$ cat src/rtl/core/rmfg_pkg.sv
// ----------------------------------------------------------------------------
// rmfg_pkg
// Shared types, frame constants and the CRC-8 byte update for the ramped
// motor frame generator.
// ----------------------------------------------------------------------------
package rmfg_pkg;

	localparam int unsigned VALUE_W = 32;
	localparam int unsigned RAMP_W  = 31;

	localparam logic [7:0] SYNC_BYTE = 8'hAA;
	localparam logic [7:0] CMD_BYTE  = 8'h31;
	localparam logic [7:0] CRC_POLY  = 8'h07;
	localparam logic [7:0] CRC_TOP   = 8'h80;

	localparam logic [RAMP_W-1:0] RAMP_RESET = 31'd50;

	// Write side of the value queue
	typedef struct packed {
		logic               push;
		logic [VALUE_W-1:0] value;
	} rmfg_push_t;

	// Read side of the value queue
	typedef struct packed {
		logic               avail;
		logic [VALUE_W-1:0] value;
	} rmfg_head_t;

	// Fold one byte into a CRC-8, MSB first, no reflection
	function automatic logic [7:0] crc8_feed(input logic [7:0] crc, input logic [7:0] data);
		logic [7:0] c;
		c = crc ^ data;
		for (int b = 0; b < 8; b++) begin
			if ((c & CRC_TOP) != 8'h00) begin
				c = {c[6:0], 1'b0} ^ CRC_POLY;
			end else begin
				c = {c[6:0], 1'b0};
			end
		end
		return c;
	endfunction

endpackage

$ cat src/rtl/core/rmfg_front.sv
// ----------------------------------------------------------------------------
// rmfg_front
// Accepts tick transactions, applies the slew limit to the kept value and
// pushes the resulting value into the frame queue.
// ----------------------------------------------------------------------------
module rmfg_front (
	input  logic                          clk,
	input  logic                          arst_n,
	input  logic                          cfg_write_en,
	input  logic [rmfg_pkg::RAMP_W-1:0]   cfg_write_data,
	input  logic                          in_valid,
	output logic                          in_stall,
	input  logic [rmfg_pkg::VALUE_W-1:0]  target_value,
	input  logic                          stop_request,
	input  logic                          q_full,
	output rmfg_pkg::rmfg_push_t          q_push
);

	logic [rmfg_pkg::RAMP_W-1:0]  ramp_q;
	logic [rmfg_pkg::VALUE_W-1:0] current_q;
	logic [rmfg_pkg::VALUE_W-1:0] next_value;
	logic signed [32:0]           diff;
	logic signed [32:0]           ramp_pos;
	logic signed [32:0]           ramp_neg;
	logic [rmfg_pkg::VALUE_W-1:0] cur_plus;
	logic [rmfg_pkg::VALUE_W-1:0] cur_minus;
	logic                         accept;

	assign in_stall = q_full;
	assign accept   = in_valid & ~q_full;

	// Hold the ramp step register
	always_ff @(posedge clk or negedge arst_n) begin
		if (!arst_n) begin
			ramp_q <= rmfg_pkg::RAMP_RESET;
		end else if (cfg_write_en) begin
			ramp_q <= cfg_write_data;
		end
	end

	// Form the 33-bit difference and both stepped values in parallel
	always_comb begin
		diff      = $signed({target_value[31], target_value})
		          - $signed({current_q[31], current_q});
		ramp_pos  = $signed({2'b00, ramp_q});
		ramp_neg  = -ramp_pos;
		cur_plus  = current_q + {1'b0, ramp_q};
		cur_minus = current_q - {1'b0, ramp_q};
		if (stop_request) begin
			next_value = '0;
		end else if (diff > ramp_pos) begin
			next_value = cur_plus;
		end else if (diff < ramp_neg) begin
			next_value = cur_minus;
		end else begin
			next_value = target_value;
		end
	end

	// Advance the kept value on each accepted tick
	always_ff @(posedge clk or negedge arst_n) begin
		if (!arst_n) begin
			current_q <= '0;
		end else if (accept) begin
			current_q <= next_value;
		end
	end

	assign q_push.push  = accept;
	assign q_push.value = next_value;

endmodule

$ cat src/rtl/core/rmfg_queue.sv
// ----------------------------------------------------------------------------
// rmfg_queue
// Two-entry queue of frame values between the tick front and the byte
// serializer.
// ----------------------------------------------------------------------------
module rmfg_queue (
	input  logic                 clk,
	input  logic                 arst_n,
	input  rmfg_pkg::rmfg_push_t q_push,
	output logic                 q_full,
	input  logic                 q_pop,
	output rmfg_pkg::rmfg_head_t q_head
);

	logic [rmfg_pkg::VALUE_W-1:0] entry_q [2];
	logic                         wr_ptr_q;
	logic                         rd_ptr_q;
	logic [1:0]                   count_q;
	logic                         do_push;
	logic                         do_pop;

	assign q_full  = (count_q == 2'd2);
	assign do_push = q_push.push & ~q_full;
	assign do_pop  = q_pop & (count_q != 2'd0);

	// Store pushed values
	always_ff @(posedge clk) begin
		if (do_push) begin
			entry_q[wr_ptr_q] <= q_push.value;
		end
	end

	// Advance pointers and occupancy
	always_ff @(posedge clk or negedge arst_n) begin
		if (!arst_n) begin
			wr_ptr_q <= 1'b0;
			rd_ptr_q <= 1'b0;
			count_q  <= 2'd0;
		end else begin
			if (do_push) begin
				wr_ptr_q <= ~wr_ptr_q;
			end
			if (do_pop) begin
				rd_ptr_q <= ~rd_ptr_q;
			end
			case ({do_push, do_pop})
				2'b10:   count_q <= count_q + 2'd1;
				2'b01:   count_q <= count_q - 2'd1;
				default: count_q <= count_q;
			endcase
		end
	end

	assign q_head.avail = (count_q != 2'd0);
	assign q_head.value = entry_q[rd_ptr_q];

endmodule

$ cat src/rtl/core/rmfg_back.sv
// ----------------------------------------------------------------------------
// rmfg_back
// Serializes one queued value into a control frame, one byte per output
// transaction, with a running CRC-8 over command, length and data.
// ----------------------------------------------------------------------------
module rmfg_back #(
	parameter int unsigned NUM_CHANNELS = 4
) (
	input  logic                 clk,
	input  logic                 arst_n,
	input  rmfg_pkg::rmfg_head_t q_head,
	output logic                 q_pop,
	output logic                 out_valid,
	input  logic                 out_stall,
	output logic [7:0]           frame_byte,
	output logic                 last_byte
);

	localparam int unsigned DATA_LEN  = 4 * NUM_CHANNELS;
	localparam int unsigned FRAME_LEN = DATA_LEN + 4;
	localparam int unsigned IDX_W     = $clog2(FRAME_LEN);

	localparam logic [IDX_W-1:0] IDX_SYNC = '0;
	localparam logic [IDX_W-1:0] IDX_CMD  = IDX_W'(1);
	localparam logic [IDX_W-1:0] IDX_LEN  = IDX_W'(2);
	localparam logic [IDX_W-1:0] IDX_CRC  = IDX_W'(FRAME_LEN - 1);
	localparam logic [7:0]       LEN_BYTE = 8'(DATA_LEN);

	logic [IDX_W-1:0]             idx_q;
	logic [rmfg_pkg::VALUE_W-1:0] val_q;
	logic [7:0]                   crc_q;
	logic                         out_valid_q;
	logic [7:0]                   byte_q;
	logic                         last_q;
	logic                         adv;
	logic                         emit;
	logic [7:0]                   cur_byte;
	logic [7:0]                   data_byte;
	logic [1:0]                   lane;
	logic [IDX_W-1:0]             idx_plus;

	// Output register can take a byte when empty or being drained
	assign adv   = ~out_valid_q | ~out_stall;
	assign q_pop = adv & (idx_q == IDX_SYNC) & q_head.avail;
	assign emit  = adv & ((idx_q != IDX_SYNC) | q_head.avail);

	// Pick the data byte of the current lane, little-endian
	always_comb begin
		idx_plus = idx_q + IDX_W'(1);
		lane     = idx_plus[1:0];
		case (lane)
			2'd0:    data_byte = val_q[7:0];
			2'd1:    data_byte = val_q[15:8];
			2'd2:    data_byte = val_q[23:16];
			default: data_byte = val_q[31:24];
		endcase
	end

	// Select the byte for the current frame position
	always_comb begin
		if (idx_q == IDX_SYNC) begin
			cur_byte = rmfg_pkg::SYNC_BYTE;
		end else if (idx_q == IDX_CMD) begin
			cur_byte = rmfg_pkg::CMD_BYTE;
		end else if (idx_q == IDX_LEN) begin
			cur_byte = LEN_BYTE;
		end else if (idx_q == IDX_CRC) begin
			cur_byte = crc_q;
		end else begin
			cur_byte = data_byte;
		end
	end

	// Load the frame value and advance the running CRC
	always_ff @(posedge clk) begin
		if (q_pop) begin
			val_q <= q_head.value;
			crc_q <= 8'h00;
		end else if (emit && idx_q != IDX_CRC) begin
			crc_q <= rmfg_pkg::crc8_feed(crc_q, cur_byte);
		end
	end

	// Step through the frame positions
	always_ff @(posedge clk or negedge arst_n) begin
		if (!arst_n) begin
			idx_q <= IDX_SYNC;
		end else if (emit) begin
			idx_q <= (idx_q == IDX_CRC) ? IDX_SYNC : idx_plus;
		end
	end

	// Hold the output transaction until taken
	always_ff @(posedge clk or negedge arst_n) begin
		if (!arst_n) begin
			out_valid_q <= 1'b0;
		end else if (adv) begin
			out_valid_q <= emit;
		end
	end

	always_ff @(posedge clk) begin
		if (emit) begin
			byte_q <= cur_byte;
			last_q <= (idx_q == IDX_CRC);
		end
	end

	assign out_valid  = out_valid_q;
	assign frame_byte = byte_q;
	assign last_byte  = last_q;

	// A frame always starts from position zero after its CRC byte
	a_last_then_idle: assert property (@(posedge clk) disable iff (!arst_n)
		out_valid_q && last_q |-> idx_q == IDX_SYNC)
		else $error("frame position not rewound after CRC byte");

	// A value is taken from the queue only at the start of a frame
	a_pop_at_sync: assert property (@(posedge clk) disable iff (!arst_n)
		q_pop |-> idx_q == IDX_SYNC && q_head.avail)
		else $error("queue popped mid-frame");

	// Popping a value presents the sync byte next
	a_sync_follows_pop: assert property (@(posedge clk) disable iff (!arst_n)
		q_pop |=> out_valid_q && byte_q == rmfg_pkg::SYNC_BYTE && !last_q)
		else $error("sync byte missing after frame start");

endmodule

$ cat src/rtl/core/ramped_motor_frame_generator_core.sv
// ----------------------------------------------------------------------------
// ramped_motor_frame_generator_core
// Slew-limited value generator that frames each tick as a control message.
// ----------------------------------------------------------------------------
// Usage:
//   Input channel (in_valid / in_stall): one tick transaction carries
//   target_value and stop_request. A normal tick moves the kept value toward
//   the target by at most the ramp step; a stop tick clears it.
//   Output channel (out_valid / out_stall): each tick yields a frame of
//   4*NUM_CHANNELS+4 byte transactions (20 at four channels): sync, command,
//   length, the value per channel little-endian, then CRC-8; last_byte marks
//   the CRC byte.
//   Configuration: cfg_write_en with cfg_write_data loads the ramp step;
//   write it only while the block is idle.
//   Timing: the accepted value is registered in the queue, then its sync
//   byte in the output register. The byte serializer emits one byte per
//   cycle while out_stall is low; up to two computed values wait in a
//   queue, so ticks are taken in consecutive cycles until it fills.
//   Reset: kept value is zero, ramp step is 50, queue and output are empty.
//   Output stall: the presented byte holds; the queue fills and then
//   in_stall rises.
// ----------------------------------------------------------------------------
module ramped_motor_frame_generator_core #(
	parameter int unsigned NUM_CHANNELS = 4
) (
	input  logic                          clk,
	input  logic                          arst_n,
	input  logic                          cfg_write_en,
	input  logic [rmfg_pkg::RAMP_W-1:0]   cfg_write_data,
	input  logic                          in_valid,
	output logic                          in_stall,
	input  logic [rmfg_pkg::VALUE_W-1:0]  target_value,
	input  logic                          stop_request,
	output logic                          out_valid,
	input  logic                          out_stall,
	output logic [7:0]                    frame_byte,
	output logic                          last_byte
);

	rmfg_pkg::rmfg_push_t q_push;
	rmfg_pkg::rmfg_head_t q_head;
	logic                 q_full;
	logic                 q_pop;

	rmfg_front u_front (
		.clk            (clk),
		.arst_n         (arst_n),
		.cfg_write_en   (cfg_write_en),
		.cfg_write_data (cfg_write_data),
		.in_valid       (in_valid),
		.in_stall       (in_stall),
		.target_value   (target_value),
		.stop_request   (stop_request),
		.q_full         (q_full),
		.q_push         (q_push)
	);

	rmfg_queue u_queue (
		.clk    (clk),
		.arst_n (arst_n),
		.q_push (q_push),
		.q_full (q_full),
		.q_pop  (q_pop),
		.q_head (q_head)
	);

	rmfg_back #(
		.NUM_CHANNELS (NUM_CHANNELS)
	) u_back (
		.clk        (clk),
		.arst_n     (arst_n),
		.q_head     (q_head),
		.q_pop      (q_pop),
		.out_valid  (out_valid),
		.out_stall  (out_stall),
		.frame_byte (frame_byte),
		.last_byte  (last_byte)
	);

endmodule
$ cat config.mk
export PLATFORM = sky130hd
export DESIGN_NAME = ramped_motor_frame_generator_core
export DESIGN_NICKNAME = d
export VERILOG_FILES = /design/src/rtl/core/rmfg_pkg.sv /design/src/rtl/core/rmfg_front.sv /design/src/rtl/core/rmfg_queue.sv /design/src/rtl/core/rmfg_back.sv /design/src/rtl/core/ramped_motor_frame_generator_core.sv
export SDC_FILE = /design/constraint.sdc
export NUM_CORES = 1
export LEC_CHECK = 0
export BUFFER_PORTS_ARGS = -buffer_cell sky130_fd_sc_hd__buf_2
export CAP_MARGIN = 10
export CELL_PAD_IN_SITES_DETAIL_PLACEMENT = 1
export CELL_PAD_IN_SITES_GLOBAL_PLACEMENT = 1
export CORE_MARGIN = 2
export CORE_UTILIZATION = 40
export DETAILED_ROUTE_END_ITERATION = 8
export PLACE_DENSITY = 0.67
export SLEW_MARGIN = 40
export SYNTH_ARGS = -nofsm -noshare
export SYNTH_HDL_FRONTEND = slang
export SYNTH_SLANG_ARGS = --single-unit
$ cat constraint.sdc
create_clock -name clk -period 6 [get_ports clk]
set_clock_uncertainty 0.1 [all_clocks]
set_input_delay 1.2 -clock clk [delete_from_list [all_inputs] [get_ports clk]]
set_output_delay 1.2 -clock clk [all_outputs]
set_load 0.02 [all_outputs]
## Word level (Yosys, flattened, before mapping)

Memory sizes are Yosys's and may differ from the RTL's. A register that Yosys moved wholly into a read port is not among the register bits.
Cells that the tools add are included.

- Register bits after elaboration: 90
- Memory bits (writable): 64
- Input port bits: 69
- Output and inout port bits: 11
- Word-level logic and storage cells: 91
- Memories: 1

- $add $sub $neg: 7
- $lt $le $gt $ge: 2
- Eq/ne operators: 9
- Mux-type cells: 34
- Bitwise gates (word level): 22
- Reductions and logical operators: 6

Memories:

| memory | depth | bits a word | rd ports | clocked after memory_dff | wr ports | RTL line | source |
|---|---|---|---|---|---|---|---|
| u_queue.entry_q | 2 | 32 | 1 | 1 | 1 | rmfg_queue.sv:15 | `logic [rmfg_pkg::VALUE_W-1:0] entry_q [2];` |

Operators with widths:

| cell | count |
|---|---|
| $mux 8 | 18 |
| $mux 32 | 3 |
| $gt 33x32->1 | 1 |
| $lt 33x33->1 | 1 |
| $neg 31->33 | 1 |
| $sub 32x32->33 | 1 |
| $add 32x31->32 | 1 |
| $sub 32x31->32 | 1 |
| $mux 3 | 8 |
| $not 3->3 | 8 |
| $pmux 8 s3 | 1 |
| $xor 8x8->8 | 1 |
| $and 1x1->1 | 6 |
| $eq 2x2->1 const B | 3 |
| $add 5x1->5 const B | 1 |
| $eq 5x1->1 const B | 1 |
| $eq 5x2->1 const B | 1 |
| $eq 5x5->1 const B | 1 |
| $logic_not 5->1 | 1 |
| $mux 5 | 1 |
| $ne 5x5->1 const B | 1 |
| $not 1->1 | 5 |
| $reduce_bool 5->1 | 1 |
| $eq 2x1->1 const B | 2 |
| 8 further kinds | 11 |

## Longest topological paths before layout

- Word-level depth: 38
- Depth in mapped cells: 29
- Gate-level depth less buffers: 26

## Cells and area by module

A second synthesis with hierarchy kept.

- Cell total of the unflattened synthesis: 1654
- Area, all modules: 15366.0 um2

By module, submodules not included:

| module | times used | cells an instance | area each (um2) | sequential area each (um2) |
|---|---|---|---|---|
| rmfg_front | 1 | 1317 | 10183.5 | 1580.3 |
| rmfg_back | 1 | 219 | 2662.6 | 1541.5 |
| rmfg_queue | 1 | 118 | 2519.9 | 2021.9 |

## Least setup slack after synthesis

No wires, ideal clock.

- Path type: input to register
- Start point: input port target_value[0] (netlist bit)
- End point: memory u_queue.entry_q[0][19] (netlist bit) (data pin)
- Data arrival time: 5724 ps
- Data required time: 5626 ps
- Setup slack: -97 ps
- Stages: 27
- Path buffers: 2
- Path through: inv_1 > ha_1 > inv_1 > fa_1 > a211oi_1 > o211ai_1 > nand2_1 > a22oi_1 > o21ai_0 > o21ai_0 > a31o_2 > a21o_1 > a21oi_1 > xnor2_1 > ha_1 > and4_1 > nand3_1 > nor2_1 > o311ai_0 > nor4bb_1 > a221oi_2 > o21a_1 > buf_2 > buf_4 > nor4_1 > a2bb2oi_1 > nor3_1

RTL lines:

| element | RTL line | source |
|---|---|---|
| start, declared | ramped_motor_frame_generator_core.sv:32 | `input logic [rmfg_pkg::VALUE_W-1:0] target_value,` |
| end, declared | rmfg_queue.sv:15 |  |

==> reports/results.ini <==
[logic_synthesis]
synthTopCellsByArea = edfxtp_1 21%, ha_1 13%, dfrtp_1 12%
synth_edf_count = 105
syn_area_um2 = 15100
synth_cells = 1678
synth_ff_type = edfxtp_1
synth_top_area_share_pct = 20.9
yosysTopAreaCell = edfxtp_1
syn_nets = 1911
ys_ff_latch = 186
synth_most_common_cell = ha_1
synth_area_per_cell_um2 = 9.01
yosysWarnings = 0
ys_types = 91
seq_area_frac_synth_pct = 34.0
async_reset_ff_share_pct = 39.2
netlist_top_cells_count = 161 x ha_1, 135 x nand2_1, 130 x nor2_1

[critical_path]
path_delay_family = compound AO/OA/AOI/OAI gates
worst_setup_path_end_kind = flip-flop
start_kind = primary input
required_ns = 6.25
arrival_ns = 6.28
path_max_fanout = 3
slowest_stage = a211o_1
cp_common_cell = buf_6
timing.critical_path.buf_inv = 8
critical_path_class = in2reg
max_stage_delay_ns = 0.38

[detailed_routing]
dr.pass1.iters = 5
vias = 14100
ant_nets = 0
routedWlPerCell_um = 22.1
drt_wl_total_um = 54000
drcViolationCount = 0
first_iter_violations = 1024
via_per_inst = 5.76

[timing]
rsz0062_at_grt = yes
timing.final.crit_share_pct = 101
finalHoldViolations = 0
tns_ns = -0.0680
setup_viol_count_final = 3
post-route-min-period_ns = 6.03
max_slew.worst_pin.slew_ns = 0.729
slew_viol_final = 0
timing.slew.headroom_pct = 51.4
fmax_mhz = 166
finalWorstSetupSlack_ns = -0.0307

[place]
dp_hpwl_um = 41500
io_buffers = 79
gp_congestion = 0.913

[finish]
syn_to_final_growth_pct = 27.4
antennaDiodeCount = 0
final_net_count = 2155
drive_gt1_share_pct = 27.5
fillerInstances = 4256
utilization_pct = 51.5

[die]
dieArea_um2 = 39300
die_h_um = 198
initial_core_util_pct = 40.4
ioPinCount = 80
core-area_um2 = 37400
die_w_um = 198
rows = 71

[outcome]
outcome = complete, but fails checks
violations = setup timing

[clock_tree]
cts.path.max_buffers = 2
cts_root_buffer = clkbuf_16
cts_hold_buf = 0
cts_made_buffers = 17
insertion_delay_ns = 0.48
cts.sinks = 186
clk_pin_slew_worst_paths_ns = 0.08
ctsHtreeMaxLevel = 4
cts_tree = yes

[global_routing]
antenna_found_initial = 1
grt_pass1_vias = 14300
grt-ovfl-total = 0
grt_max_degree = 63
grt_pass1_wl_um = 81400
track_usage_pct = 27.4

[power_and_ir_drop]
leakage_nw = 8.28
max-vdd-ir-drop_uv = 288
powerDensity_nw_per_um2 = 620

[min_path]
hold_path_class = reg2reg

[flow_run]
cap_violations = 0

==> power breakdown <==
group / leakage (nW) / internal, W / switching (W)
sequential: 1.96 / 0.00190 / 0.000281
clock: 0.295 / 0.000580 / 0.000589
combinational: 6.03 / 0.00388 / 0.00469
==> placed cells by master, fill, tap and decap left out, types with 17 or more instances in the layout <==
cell,Yosys,layout
nor2_1,130,124
mux2_2,39,39
xor2_1,28,26
nor3_1,55,36
clkbuf_16,0,17
a21oi_1,117,101
o21ai_0,110,95
nand3_1,45,43
nand2b_1,25,25
nand4_1,17,17
inv_1,123,121
ha_1,161,153
o211ai_1,19,19
xnor2_1,59,54
nand2_1,135,132
buf_4,4,195
a21o_1,41,41
nor2b_1,17,17
edfxtp_1,105,105
dfrtp_1,70,70
buf_2,11,74
==> worst reg2reg max path, delay by kind of cell (launching register included) <==
family                   cells  cell delay (ns)
buffers and inverters        8             1.06
AND/OR/NAND/NOR              4             0.80
AO/OA/AOI/OAI               13             2.65
XOR/XNOR                     1             0.09
flip-flops                   1             0.40
adder cells (fa/ha/maj)      2             0.52
==> repair_timing <==
action	4_1_cts	5_1_grt
endpoints found under the setup margin	96	96
cloned	2	0
resized for setup	49	138
buffers inserted	10	13
pin swaps	22	39
==> kinds of logic (layout without fill, tap and decap cells) <==
family / Yosys count / count (layout) / synth area share [%]
AOI/OAI and AO/OA: 483 / 483 / 21.6
xor gates and xnor gates: 87 / 87 / 5.04
adders and majority gates: 164 / 164 / 13.7
buffers and inverters: 193 / 450 / 5.03
DFF: 186 / 186 / 34.0
muxes: 56 / 56 / 4.08
and+or+nand+nor: 509 / 509 / 16.5
==> flip-flops by register name, indices dropped and copies added, names as in the netlist <==
name,count
u_front.current_q,32
u_back.val_q,32
u_back.out_valid,1
u_queue.wr_ptr_q,1
u_queue.entry_q,64
u_back.last_byte,1
u_back.frame_byte,8
u_queue.rd_ptr_q,1
u_queue.count_q,2
u_back.idx_q,5
u_front.ramp_q,31
u_back.crc_q,8
==> through the flow <==
step | cells | power, W | cell area, µm² | hold WS (ns) | setup slack, ns
after floorplan | 1678 | 0.00669 | 15100 | 0.361 | 0.0469
after global placement | 2392 | 0.00914 | 17400 | 0.380 | -0.637
after detailed placement | 2392 | 0.00939 | 17400 | 0.387 | -0.818
after CTS | 2436 | 0.0111 | 18400 | 0.401 | 0.00819
after global routing | 2446 | 0.0127 | 19200 | 0.417 | -0.216
final | 2446 | 0.0119 | 19200 | 0.400 | -0.0307
==> layer usage <==
| layer | GRT usage [%] | vias to the layer above | part of all wire (%) |
|---|---|---|---|
| li1 | - | 6641 | - |
| met1 | 39.1 | 7021 | 48 |
| met2 | 43.7 | 357 | 46 |
| met3 | 2.96 | 65 | 4.0 |
| met4 | 8.08 | 2 | 2.2 |
| met5 | 0 | - | 0.019 |
==> layout make-up <==
class | count | area [µm²] | area share (%)
Sequential cell | 186 | 5140 | 26.7
Multi-Input combinational cell | 1299 | 10200 | 52.8
Inverter | 125 | 474 | 2.46
Tap cell | 511 | 639 | 3.32
Timing Repair Buffer | 293 | 2220 | 11.6
Clock inverter | 13 | 143 | 0.741
Clock buffer | 19 | 453 | 2.35
==> path summary, 6_finish.rpt <==
check                      depth (start not counted)  slack [ns]                  from                    end
max in group asynchronous                          2        4.14                arst_n  u_front.current_q[28]
setup reg to reg                                  28        0.27  u_front.current_q[2]  u_queue.entry_q[1][7]
min in group asynchronous                          1        0.66                arst_n        u_back.idx_q[0]
hold / removal                                     1        0.40    u_queue.count_q[1]     u_queue.count_q[1]
setup / recovery                                  28       -0.03       target_value[2]  u_queue.entry_q[1][7]
hold reg to reg                                    1        0.40    u_queue.count_q[1]     u_queue.count_q[1]
(Power assumes the default switching activity.)
